===== config.mk =====
export PLATFORM = sky130hd
export DESIGN_NAME = fgt_lane
export DESIGN_NICKNAME = d
export VERILOG_FILES = /design/src/rtl/fgt_pkg.sv /design/src/rtl/fgt_fma.sv /design/src/rtl/fgt_lane.sv
export SDC_FILE = /design/constraint.sdc
export NUM_CORES = 2
export LEC_CHECK = 0
export BUFFER_PORTS_ARGS = -buffer_cell sky130_fd_sc_hd__buf_2
export CAP_MARGIN = 15
export CORE_MARGIN = 5
export CORE_UTILIZATION = 40
export DETAILED_ROUTE_END_ITERATION = 12
export SYNTH_ARGS = -nofsm -noshare
export SYNTH_HDL_FRONTEND = slang
export SYNTH_HIERARCHICAL = 1
export SYNTH_SLANG_ARGS = --single-unit

===== constraint.sdc =====
create_clock -name clk -period 9.6 [get_ports clk]
set_input_delay 1.44 -clock clk [delete_from_list [all_inputs] [get_ports clk]]
set_output_delay 1.44 -clock clk [all_outputs]
set_load 0.1 [all_outputs]

===== src/rtl/fgt_pkg.sv =====
// Shared types and constants for the fp32 GEMM tile.
`timescale 1ns / 1ps
package fgt_pkg;

  localparam int GROUP_COLS = 4;

  localparam logic CMD_ACC = 1'b0;
  localparam logic CMD_FIN = 1'b1;

  localparam logic CFG_ALPHA = 1'b0;
  localparam logic CFG_BETA  = 1'b1;

  localparam logic [31:0] ALPHA_RESET = 32'h3F80_0000;
  localparam logic [31:0] NEG_ZERO    = 32'h8000_0000;
  localparam logic [31:0] DEFAULT_NAN = 32'h7FC0_0000;
  localparam logic [31:0] QUIET_BIT   = 32'h0040_0000;
  localparam logic [30:0] INF_MAG     = 31'h7F80_0000;

  typedef enum logic [2:0] {
    F_IDLE,
    F_NORM,
    F_ALIGN,
    F_SUM,
    F_RNORM,
    F_ROUND
  } fma_state_t;

  typedef enum logic [2:0] {
    T_IDLE,
    T_ACC,
    T_SCALE,
    T_BETA,
    T_OUT
  } tile_state_t;

  typedef enum logic [1:0] {
    PH_ACC,
    PH_SCALE,
    PH_BETA
  } phase_t;

  typedef struct packed {
    logic       start;
    phase_t     phase;
    logic [1:0] row;
    logic [1:0] grp;
  } lane_ctl_t;

endpackage


===== src/rtl/fgt_fma.sv =====
// Multi-cycle IEEE single fused multiply-add, a * b + c with one rounding.
`timescale 1ns / 1ps
module fgt_fma (
  input  logic        clk,
  input  logic        rst_n,
  input  logic        start,
  input  logic [31:0] op_c,
  input  logic [31:0] op_a,
  input  logic [31:0] op_b,
  output logic        busy,
  output logic        done,
  output logic [31:0] res
);
  import fgt_pkg::*;

  fma_state_t state_r, state_nxt;

  logic [61:0]        mp_r, mp_nxt, mc_r, mc_nxt;
  logic signed [11:0] ep_r, ep_nxt, ec_r, ec_nxt;
  logic               sp_r, sp_nxt, sc_r, sc_nxt, cz_r, cz_nxt, sub_r, sub_nxt;
  logic [62:0]        r_r, r_nxt;
  logic [31:0]        res_r, res_nxt;
  logic               done_r, done_nxt;

  logic        nan_a, nan_b, nan_c, snan_a, snan_b, snan_c;
  logic        inf_a, inf_b, inf_c, zero_a, zero_b, zero_c, inv, sp_in;
  logic        special;
  logic [31:0] spec_val;
  logic [23:0] sig_a, sig_b, sig_c;
  logic signed [11:0] ea, eb_in, ec_in;
  logic [47:0] mp48;

  logic               pbig, sbig, lost, sub_al;
  logic [61:0]        mb, ms0, shifted, ms_al;
  logic signed [11:0] e_big, e_small, dd;
  logic [5:0]         sh_al;

  logic [62:0] s63;
  logic        norm_done;

  logic [63:0]        r64, kept64, mask;
  logic signed [11:0] be, shx;
  logic [5:0]         sh;
  logic [10:0]        base_e;
  logic               uf, halfb, lownz, up;
  logic [34:0]        v;
  logic [31:0]        rnd_val;

  assign nan_a  = op_a[30:0] > INF_MAG;
  assign nan_b  = op_b[30:0] > INF_MAG;
  assign nan_c  = op_c[30:0] > INF_MAG;
  assign snan_a = nan_a & ~op_a[22];
  assign snan_b = nan_b & ~op_b[22];
  assign snan_c = nan_c & ~op_c[22];
  assign inf_a  = op_a[30:0] == INF_MAG;
  assign inf_b  = op_b[30:0] == INF_MAG;
  assign inf_c  = op_c[30:0] == INF_MAG;
  assign zero_a = op_a[30:0] == 31'd0;
  assign zero_b = op_b[30:0] == 31'd0;
  assign zero_c = op_c[30:0] == 31'd0;
  assign inv    = (inf_a & zero_b) | (zero_a & inf_b);
  assign sp_in  = op_a[31] ^ op_b[31];

  assign sig_a = {|op_a[30:23], op_a[22:0]};
  assign sig_b = {|op_b[30:23], op_b[22:0]};
  assign sig_c = {|op_c[30:23], op_c[22:0]};
  assign ea    = (op_a[30:23] == 8'd0) ? -12'sd149 : $signed({4'd0, op_a[30:23]}) - 12'sd150;
  assign eb_in = (op_b[30:23] == 8'd0) ? -12'sd149 : $signed({4'd0, op_b[30:23]}) - 12'sd150;
  assign ec_in = (op_c[30:23] == 8'd0) ? -12'sd149 : $signed({4'd0, op_c[30:23]}) - 12'sd150;
  assign mp48  = sig_a * sig_b;

  always_comb begin
    special  = 1'b1;
    spec_val = DEFAULT_NAN;
    if (nan_a | nan_b | nan_c) begin
      if (nan_c & ~snan_c & inv) spec_val = DEFAULT_NAN;
      else if (snan_c) spec_val = op_c | QUIET_BIT;
      else if (snan_a) spec_val = op_a | QUIET_BIT;
      else if (snan_b) spec_val = op_b | QUIET_BIT;
      else if (nan_c) spec_val = op_c | QUIET_BIT;
      else if (nan_a) spec_val = op_a | QUIET_BIT;
      else spec_val = op_b | QUIET_BIT;
    end else if (inv) begin
      spec_val = DEFAULT_NAN;
    end else if (inf_c) begin
      if ((inf_a | inf_b) & (sp_in != op_c[31])) spec_val = DEFAULT_NAN;
      else spec_val = op_c;
    end else if (inf_a | inf_b) begin
      spec_val = {sp_in, INF_MAG};
    end else if (zero_a | zero_b) begin
      if (zero_c) spec_val = {sp_in & op_c[31], 31'd0};
      else spec_val = op_c;
    end else begin
      special = 1'b0;
    end
  end

  always_comb begin
    pbig    = (ep_r > ec_r) || ((ep_r == ec_r) && (mp_r >= mc_r));
    mb      = pbig ? mp_r : mc_r;
    ms0     = pbig ? mc_r : mp_r;
    e_big   = pbig ? ep_r : ec_r;
    e_small = pbig ? ec_r : ep_r;
    sbig    = pbig ? sp_r : sc_r;
    dd      = e_big - e_small;
    sh_al   = dd[5:0];
    shifted = ms0 >> sh_al;
    lost    = (shifted << sh_al) != ms0;
    ms_al   = (dd >= 12'sd63) ? 62'd1 : (shifted | {61'd0, lost});
    sub_al  = sp_r ^ sc_r;
    if (cz_r) begin
      mb     = mp_r;
      e_big  = ep_r;
      sbig   = sp_r;
      ms_al  = 62'd0;
      sub_al = 1'b0;
    end
  end

  assign s63 = sub_r ? ({1'b0, mp_r} - {1'b0, mc_r}) : ({1'b0, mp_r} + {1'b0, mc_r});
  assign norm_done = mp_r[61] & (cz_r | mc_r[61]);

  always_comb begin
    r64    = {1'b0, r_r};
    be     = ep_r + 12'sd189;
    shx    = 12'sd40 - be;
    uf     = (be < 12'sd1) && (shx > 12'sd63);
    sh     = (be >= 12'sd1) ? 6'd39 : shx[5:0];
    base_e = (be >= 12'sd1) ? be[10:0] - 11'd1 : 11'd0;
    kept64 = r64 >> sh;
    halfb  = r64[sh - 6'd1];
    mask   = (64'd1 << (sh - 6'd1)) - 64'd1;
    lownz  = |(r64 & mask);
    up     = halfb & (lownz | kept64[0]);
    v      = {1'b0, base_e, 23'd0} + {10'd0, kept64[24:0]} + {34'd0, up};
    if (uf) rnd_val = {sp_r, 31'd0};
    else if (v >= 35'h0_7F80_0000) rnd_val = {sp_r, INF_MAG};
    else rnd_val = {sp_r, v[30:0]};
  end

  always_comb begin
    state_nxt = state_r;
    case (state_r)
      F_IDLE:  if (start && !special) state_nxt = F_NORM;
      F_NORM:  if (norm_done) state_nxt = F_ALIGN;
      F_ALIGN: state_nxt = F_SUM;
      F_SUM:   state_nxt = (s63 == 63'd0) ? F_IDLE : F_RNORM;
      F_RNORM: if (r_r[62]) state_nxt = F_ROUND;
      F_ROUND: state_nxt = F_IDLE;
      default: state_nxt = F_IDLE;
    endcase
  end

  always_comb begin
    mp_nxt   = mp_r;
    mc_nxt   = mc_r;
    ep_nxt   = ep_r;
    ec_nxt   = ec_r;
    sp_nxt   = sp_r;
    sc_nxt   = sc_r;
    cz_nxt   = cz_r;
    sub_nxt  = sub_r;
    r_nxt    = r_r;
    res_nxt  = res_r;
    done_nxt = 1'b0;
    case (state_r)
      F_IDLE: begin
        if (start) begin
          if (special) begin
            res_nxt  = spec_val;
            done_nxt = 1'b1;
          end else begin
            mp_nxt = {14'd0, mp48};
            mc_nxt = {38'd0, sig_c};
            ep_nxt = ea + eb_in;
            ec_nxt = ec_in;
            sp_nxt = sp_in;
            sc_nxt = op_c[31];
            cz_nxt = zero_c;
          end
        end
      end
      F_NORM: begin
        if (mp_r[61:54] == 8'd0) begin
          mp_nxt = mp_r << 8;
          ep_nxt = ep_r - 12'sd8;
        end else if (!mp_r[61]) begin
          mp_nxt = mp_r << 1;
          ep_nxt = ep_r - 12'sd1;
        end
        if (!cz_r) begin
          if (mc_r[61:54] == 8'd0) begin
            mc_nxt = mc_r << 8;
            ec_nxt = ec_r - 12'sd8;
          end else if (!mc_r[61]) begin
            mc_nxt = mc_r << 1;
            ec_nxt = ec_r - 12'sd1;
          end
        end
      end
      F_ALIGN: begin
        mp_nxt  = mb;
        mc_nxt  = ms_al;
        ep_nxt  = e_big;
        sp_nxt  = sbig;
        sub_nxt = sub_al;
      end
      F_SUM: begin
        r_nxt = s63;
        if (s63 == 63'd0) begin
          res_nxt  = 32'd0;
          done_nxt = 1'b1;
        end
      end
      F_RNORM: begin
        if (r_r[62:55] == 8'd0) begin
          r_nxt  = r_r << 8;
          ep_nxt = ep_r - 12'sd8;
        end else if (!r_r[62]) begin
          r_nxt  = r_r << 1;
          ep_nxt = ep_r - 12'sd1;
        end
      end
      F_ROUND: begin
        res_nxt  = rnd_val;
        done_nxt = 1'b1;
      end
      default: done_nxt = 1'b0;
    endcase
  end

  always_ff @(posedge clk) begin
    if (!rst_n) begin
      state_r <= F_IDLE;
      done_r  <= 1'b0;
    end else begin
      state_r <= state_nxt;
      done_r  <= done_nxt;
    end
    mp_r  <= mp_nxt;
    mc_r  <= mc_nxt;
    ep_r  <= ep_nxt;
    ec_r  <= ec_nxt;
    sp_r  <= sp_nxt;
    sc_r  <= sc_nxt;
    cz_r  <= cz_nxt;
    sub_r <= sub_nxt;
    r_r   <= r_nxt;
    res_r <= res_nxt;
  end

  assign busy = state_r != F_IDLE;
  assign done = done_r;
  assign res  = res_r;

endmodule


===== src/rtl/fgt_lane.sv =====
// One accumulator lane: four column-group entries and a fused multiply-add unit.
`timescale 1ns / 1ps
module fgt_lane #(
  parameter int ROW       = 0,
  parameter int COL       = 0,
  parameter int TILE_ROWS = 4,
  parameter int TILE_COLS = 16
) (
  input  logic              clk,
  input  logic              rst_n,
  input  fgt_pkg::lane_ctl_t ctl,
  input  logic [31:0]       a_val,
  input  logic [31:0]       d_val,
  input  logic [31:0]       alpha,
  input  logic [31:0]       beta,
  output logic              busy,
  output logic [31:0]       res
);
  import fgt_pkg::*;

  logic [31:0] acc_r [4];
  logic [31:0] t_r;
  logic [31:0] op_c, op_a, op_b, fma_res;
  logic        in_tile, sel, fma_done;

  assign in_tile = (ROW < TILE_ROWS) && ((int'(ctl.grp) * GROUP_COLS + COL) < TILE_COLS);
  assign sel     = ctl.row == 2'(ROW);

  always_comb begin
    case (ctl.phase)
      PH_ACC: begin
        op_c = acc_r[ctl.grp];
        op_a = d_val;
        op_b = a_val;
      end
      PH_SCALE: begin
        op_c = NEG_ZERO;
        op_a = in_tile ? acc_r[ctl.grp] : 32'd0;
        op_b = alpha;
      end
      PH_BETA: begin
        op_c = t_r;
        op_a = d_val;
        op_b = beta;
      end
      default: begin
        op_c = acc_r[ctl.grp];
        op_a = d_val;
        op_b = a_val;
      end
    endcase
  end

  fgt_fma u_fma (
    .clk   (clk),
    .rst_n (rst_n),
    .start (ctl.start),
    .op_c  (op_c),
    .op_a  (op_a),
    .op_b  (op_b),
    .busy  (busy),
    .done  (fma_done),
    .res   (fma_res)
  );

  always_ff @(posedge clk) begin
    if (!rst_n) begin
      for (int g = 0; g < 4; g++) acc_r[g] <= 32'd0;
    end else if (fma_done && in_tile) begin
      if (ctl.phase == PH_ACC) acc_r[ctl.grp] <= fma_res;
      else if (ctl.phase == PH_SCALE && sel) acc_r[ctl.grp] <= 32'd0;
    end
  end

  always_ff @(posedge clk) begin
    if (fma_done && ctl.phase != PH_ACC) t_r <= fma_res;
  end

  assign res = t_r;

endmodule

---- Word-level counts from Yosys, hierarchy flattened ----
Memories as Yosys holds them, arrays and structs flattened.
Cells that the tools add are included.
word-level totals
  bits in registers ....................... 283
  bits in latches ......................... 0
  RAM bits ................................ 128
  memory bits (read-only) ................. 0
  word-level logic and storage cells ...... 250
  memories kept ........................... 1
memory list
  name   words  bits a word  read ports  clocked after memory_dff  wr ports  RTL line        RTL
  acc_r  4      32           1           0                         4         fgt_lane.sv:21  logic [31:0] acc_r [4];
cells by class
  $add $sub $neg .......................... 18
  multipliers ............................. 1
  div/mod/pow operators ................... 0
  order comparisons ....................... 12
  eq/ne operators ......................... 26
  shift operators ......................... 4
  multiplexer cells ....................... 99
  bitwise gates (word level) .............. 28
  reductions and logical operators ........ 45
operators by type and width
  kind                     count
  $mux W62                 14
  $mux W32                 20
  $pmux W62 S3             2
  $mux W12                 17
  $mux W63                 3
  $pmux W32 S2             2
  $pmux W63 S2             1
  $pmux W32 S3             1
  $eq A31 B31 Y1 const B   3
  $gt A31 B31 Y1 const B   3
  $logic_not A31 Y1        3
  $and A63 B64 Y64         1
  $reduce_or A64 Y1        1
  $shl A1 B6 Y64 const A   1
  $sub A64 B1 Y64 const B  1
  $add A62 B62 Y63         1
  $logic_not A63 Y1        1
  $shr A63 B6 Y25          1
  $sub A62 B62 Y63         1
  $ge A62 B62 Y1           1
  $mux W31                 2
  $ne A62 B62 Y1           1
  $or A62 B1 Y62           1
  $shl A62 B6 Y62          1
  other kinds (62)         150

---- Logic depth before layout (Yosys ltp) ----
  depth in word-level cells ............... 15
  gate-level depth with buffers ........... 41
  mapped depth without buffers ............ 37

---- Modules after synthesis ----
The synthesis kept the hierarchy.
modules (own cells, without submodules)
  module    times used  cells an instance  area each (sq um)  seq. area each (sq um)
  fgt_fma   1           7332               59151.7            7497.2
  fgt_lane  1           661                8195.4             4804.6

---- Worst setup path before layout ----
Ideal clock, no wire load.
  kind .................................... register -> register
  start point ............................. register u_fma.ep_r[0]
  end point ............................... register u_fma.mc_r[0], data pin
  setup time .............................. 0.267 ns
  arrival time ............................ 10.024 ns
  required time ........................... 9.333 ns
  setup slack ............................. -0.691 ns
  cell stages (with the launch flop) ...... 38
  buffers on the path ..................... 13
  clock period less this slack ............ 10.291 ns
  path through ............................ edfxtp_1 buf_2 clkbuf_1 inv_2 ha_1 nand2_1 or4_4 a2111oi_2 o311ai_1 nor4_4 or3_4 buf_6 buf_6 buf_2 buf_1 buf_2 clkbuf_1 buf_1 [2 not listed] mux2i_1 ha_1 clkbuf_1 buf_1 mux2i_1 mux4_2 mux2i_1 a21oi_1 mux4_2 a221oi_4 nand2_2 o311ai_4 o221ai_2 a2111oi_2 o2111a_1 o2111ai_1 and4bb_1 a31oi_1
on the way
  cells in the longest elaborated chain, start to end .. 12
ends and longest elaborated chain
  what                                                    RTL line        RTL
  start, declared                                         fgt_fma.sv:19   logic signed [11:0] ep_r, ep_nxt, ec_r, ec_nxt;
  start signal, assigned                                  fgt_fma.sv:242  ep_r <= ep_nxt;
  branches (longest 9 deep; another with $gt A12 B12 Y1)  --
  $mux W62 (*)                                            fgt_fma.sv:109  ms_al = (dd >= 12'sd63) ? 62'd1 : (shifted | {61'd0, lost});
  $mux W62 (*)                                            fgt_fma.sv:111  if (cz_r) begin
  $pmux W62 S3 (*)                                        fgt_fma.sv:166  case (state_r)
  net u_fma.mc_nxt[0]                                     fgt_fma.sv:18   logic [61:0] mp_r, mp_nxt, mc_r, mc_nxt;
  end signal, assigned                                    fgt_fma.sv:241  mc_r <= mc_nxt;
  end, declared                                           fgt_fma.sv:18
Mark *: on every way through the listed nets, which the timed path passes.
A chain may end at the register's enable or synchronous reset.

---- Worst setup path in the final report ----
  start point ............................. input ctl[5] (netlist name)
  end point ............................... register u_fma.mp_r[46], data pin
on the way
  cells in the longest elaborated chain, start to end .. 7
ends and longest elaborated chain
  what                  RTL line        RTL
  start, declared       fgt_lane.sv:11  input fgt_pkg::lane_ctl_t ctl,
  $eq A2 B1 Y1          fgt_lane.sv:30  case (ctl.phase)
  $mux W32              fgt_lane.sv:30
  net op_a[23]          fgt_lane.sv:23  logic [31:0] op_c, op_a, op_b, fma_res;
  $reduce_or A8 Y1      fgt_fma.sv:64   assign sig_a = {|op_a[30:23], op_a[22:0]};
  $mul A24 B24 Y48      fgt_fma.sv:70   assign mp48 = sig_a * sig_b;
  $mux W62              fgt_fma.sv:169  if (special) begin
  $mux W62              fgt_fma.sv:168  if (start) begin
  $pmux W62 S3          fgt_fma.sv:166
  net u_fma.mp_nxt[46]  fgt_fma.sv:18
  end signal, assigned  fgt_fma.sv:240  mp_r <= mp_nxt;
  end, declared         fgt_fma.sv:18
The timed path passes the listed nets, and every way through them passes these cells. The select of a mux whose other input is x is not followed.

==> summary.txt <==
Outcome
  – Status: finished, violations left
  – Failing checks: DRC

Setup path
  – Worst path max stage delay: 0.62 ns
  – CP required: 10.12 ns
  – Critical path arrival: 9.89 ns
  – CP dominant cell by count: fa_1
  – Worst Path Max Fanout: 10
  – Crit Path Category: primary input to flop
  – CP endpoint kind: flop
  – Critical path launch point type: primary input
  – Worst r2r path cells: 30
  – CP max stage cell: or4b_2

Synthesis
  – Top cell type's share of synthesized area: 0.181
  – Mux cell area share after synthesis: 0.108
  – Register area share after synthesis: 0.183
  – Post-synth EDFFs: 407
  – Synth Area per Inst: 8.43 um2
  – Main synth FF type: edfxtp_1
  – Synth warn: 6
  – Synthesized flop and latch total: 411
  – Synthesized cell area: 67,300 um2
  – Area leader, netlist: edfxtp_1
  – Syn nets: 8,958
  – Adder-cell share of the synthesized area: 0.208
  – XOR/XNOR Fraction of Synth Area: 0.0277
  – Unique masters post-synth: 127
  – Cells after synthesis: 7,993
  – Largest family of logic cells by synthesized area: adder cells
  – Complex-gate fraction of the synthesized area: 0.208
  – Area share of and/or/nand/nor cells after synthesis: 0.184
  – Synth area leaders: edfxtp_1 (18%), fa_1 (14%), mux2i_1 (6.5%)
  – Async SR Flop Fraction: 0

Detailed routing
  – Via density per instance: 6.49
  – Final wirelength: 334 mm
  – Final ANT Viol Nets: 0
  – Drt first pass iters: 13
  – DRC errors left: 2
  – DRT iter0 DRCs: 9,989
  – Via count: 69,695
  – WL/cell: 31.1 um

STA
  – Worst-Margin Slew: 1.46 ns
  – Hold Vio Cnt, Final: 0
  – Max Slew Vio Count: 0
  – Tmin final: 9.38 ns
  – RSZ-0062 raised after global routing: yes
  – Final setup fails: 0
  – Max-slew headroom: 0.0247
  – Period utilization: 0.977
  – Worst hold margin: 0.530 ns
  – Peak Freq: 0.107 GHz
  – Fin Clk Skew: 0.0302 ns
  – Setup_tns: 0 ns

Finish
  – Area Growth Syn to Fin: 16.3%
  – Final #Nets: 9,457
  – Filler instances: 16,439
  – Layout cells sized above 1: 0.178
  – Most frequent cells in the layout: buf_4 (832), nand2_1 (821), inv_1 (734), fa_1 (482), a21oi_1 (454)
  – Most common cell after layout, fill and taps aside: buf_4
  – FF/Latch Area: 12,300 um2
  – Multi-input gate area: 50,600 um2

CTS
  – Total CTS buffers: 48
  – Longest Clk Path Bufs: 3
  – CTS tree: done
  – Cts hold-fix bufs: 0
  – Worst-path clk slew: 0.06 ns
  – CTS root buffer: clkbuf_16
  – Clock latency at the later pin of the worst-skew pair: 0.67 ns
  – # H-tree levels: 2
  – CTS Sinks: 411

Floorplanning
  – Row Count: 150
  – Top-Level Pins: 170
  – Chip height: 420 um
  – Core ar.: 167,000 um2
  – Initial Utilization: 0.403
  – Die W: 420 um
  – Die area: 177,000 um2

Place
  – Routability cong.: 1.13
  – DP Wirelength: 264 mm
  – PortBufs: 169

Worst hold path
  – HP Class: flop to flop
  – Worst Hold Path Cells: 0

Global routing
  – Initial antenna violation count: 15
  – First-pass GRT wire length: 477 mm
  – Largest net degree at the start of global routing: 91
  – Vias in the first global route: 67,076
  – Congestion Overflow GR: 0
  – GRT Util Overall: 0.366

Flow run
  – MaxCap Viol Count: 0
-- layout make-up --
class	instances	share of cell area
antenna	3	0.0000958
multi-input combinational	6223	0.646
timing repair buffer	1059	0.105
clock inverter	35	0.00532
tap	2204	0.0352
sequential	411	0.157
inverter	749	0.0359
clock buffer	55	0.0157
-- Yosys cell counts, types with 118 or more instances --
cell / count
nand2_1: 828
nand3_1: 246
and2_1: 381
fa_1: 485
ha_1: 343
xnor2_1: 150
o21ai_0: 401
nor2_1: 464
nor3_1: 167
mux2i_1: 439
a211oi_1: 118
inv_1: 738
edfxtp_1: 407
clkbuf_1: 412
a21oi_1: 487
-- worst paths after layout --
| kind | from | endpoint | slack [ns] |
|---|---|---|---|
| worst max-delay path | ctl[5] | u_fma/mp_r[46] | 0.22 |
| worst min-delay path | u_fma/res[25] | res[25] | 0.53 |
| worst max register to register | u_fma/mp_r[55] | u_fma/mc_r[0] | 0.26 |
| worst min register to register | u_fma/res[25] | res[25] | 0.53 |
-- sequential cells by signal, indices dropped and copies added (netlist names) --
signal and cells:
u_fma/ec_r 12, u_fma/ep_r 12, acc_r 128, u_fma/r_r 63, u_fma/sc_r 1, res 32
u_fma/mc_r 62, u_fma/state_r 3, u_fma/mp_r 62, u_fma/sp_r 1, u_fma/cz_r 1, u_fma/done 1
u_fma/res 32, u_fma/sub_r 1
-- layer usage --
| metal | GRT usage | vias up | routed length (um) |
|---|---|---|---|
| li1 | - | 29741 | - |
| met3 | 0.0878 | 1008 | 37900 |
| met1 | 0.490 | 34359 | 130000 |
| met2 | 0.541 | 4573 | 141000 |
| met4 | 0.206 | 14 | 24300 |
| met5 | 0 | - | 154 |
-- worst max-delay path: cells and delay by family --
family / cells / cell delay, ns
AOI/OAI and AO/OA: 8 / 1.47
buffers and inverters: 8 / 0.95
and+or+nand+nor: 9 / 2.07
adders and majority gates: 9 / 3.92
-- metrics by stage --
step | cell area (um2) | cells | util | setup slack (ns)
after floorplan | 67700 | 7993 | - | -0.156
after global placement | 76100 | 10628 | 0.455 | -0.767
after detailed placement | 76100 | 10629 | 0.455 | -0.783
after CTS | 77800 | 10722 | 0.466 | 0.00672
after global routing | 78300 | 10738 | 0.468 | -0.0291
final | 78300 | 10739 | 0.469 | 0.224
-- cells by family after synthesis --
kind of cell	count (synthesis)
compound gates	2064
xor+xnor	211
fa+ha+maj	828
buf+inv	1359
flops	411
mux	588
simple gates	2532
-- what timing repair did --
item / in CTS / in global routing
setup endpoints to repair: 3 / 8
gates resized for setup: 10 / 66
cloned: 0 / 1
pin swaps: 2 / 32
buffers inserted: 3 / 11
Power is left out: the tool's default activity adds up to more than one toggle a clock period on the data nets, which glitch-free logic cannot reach.
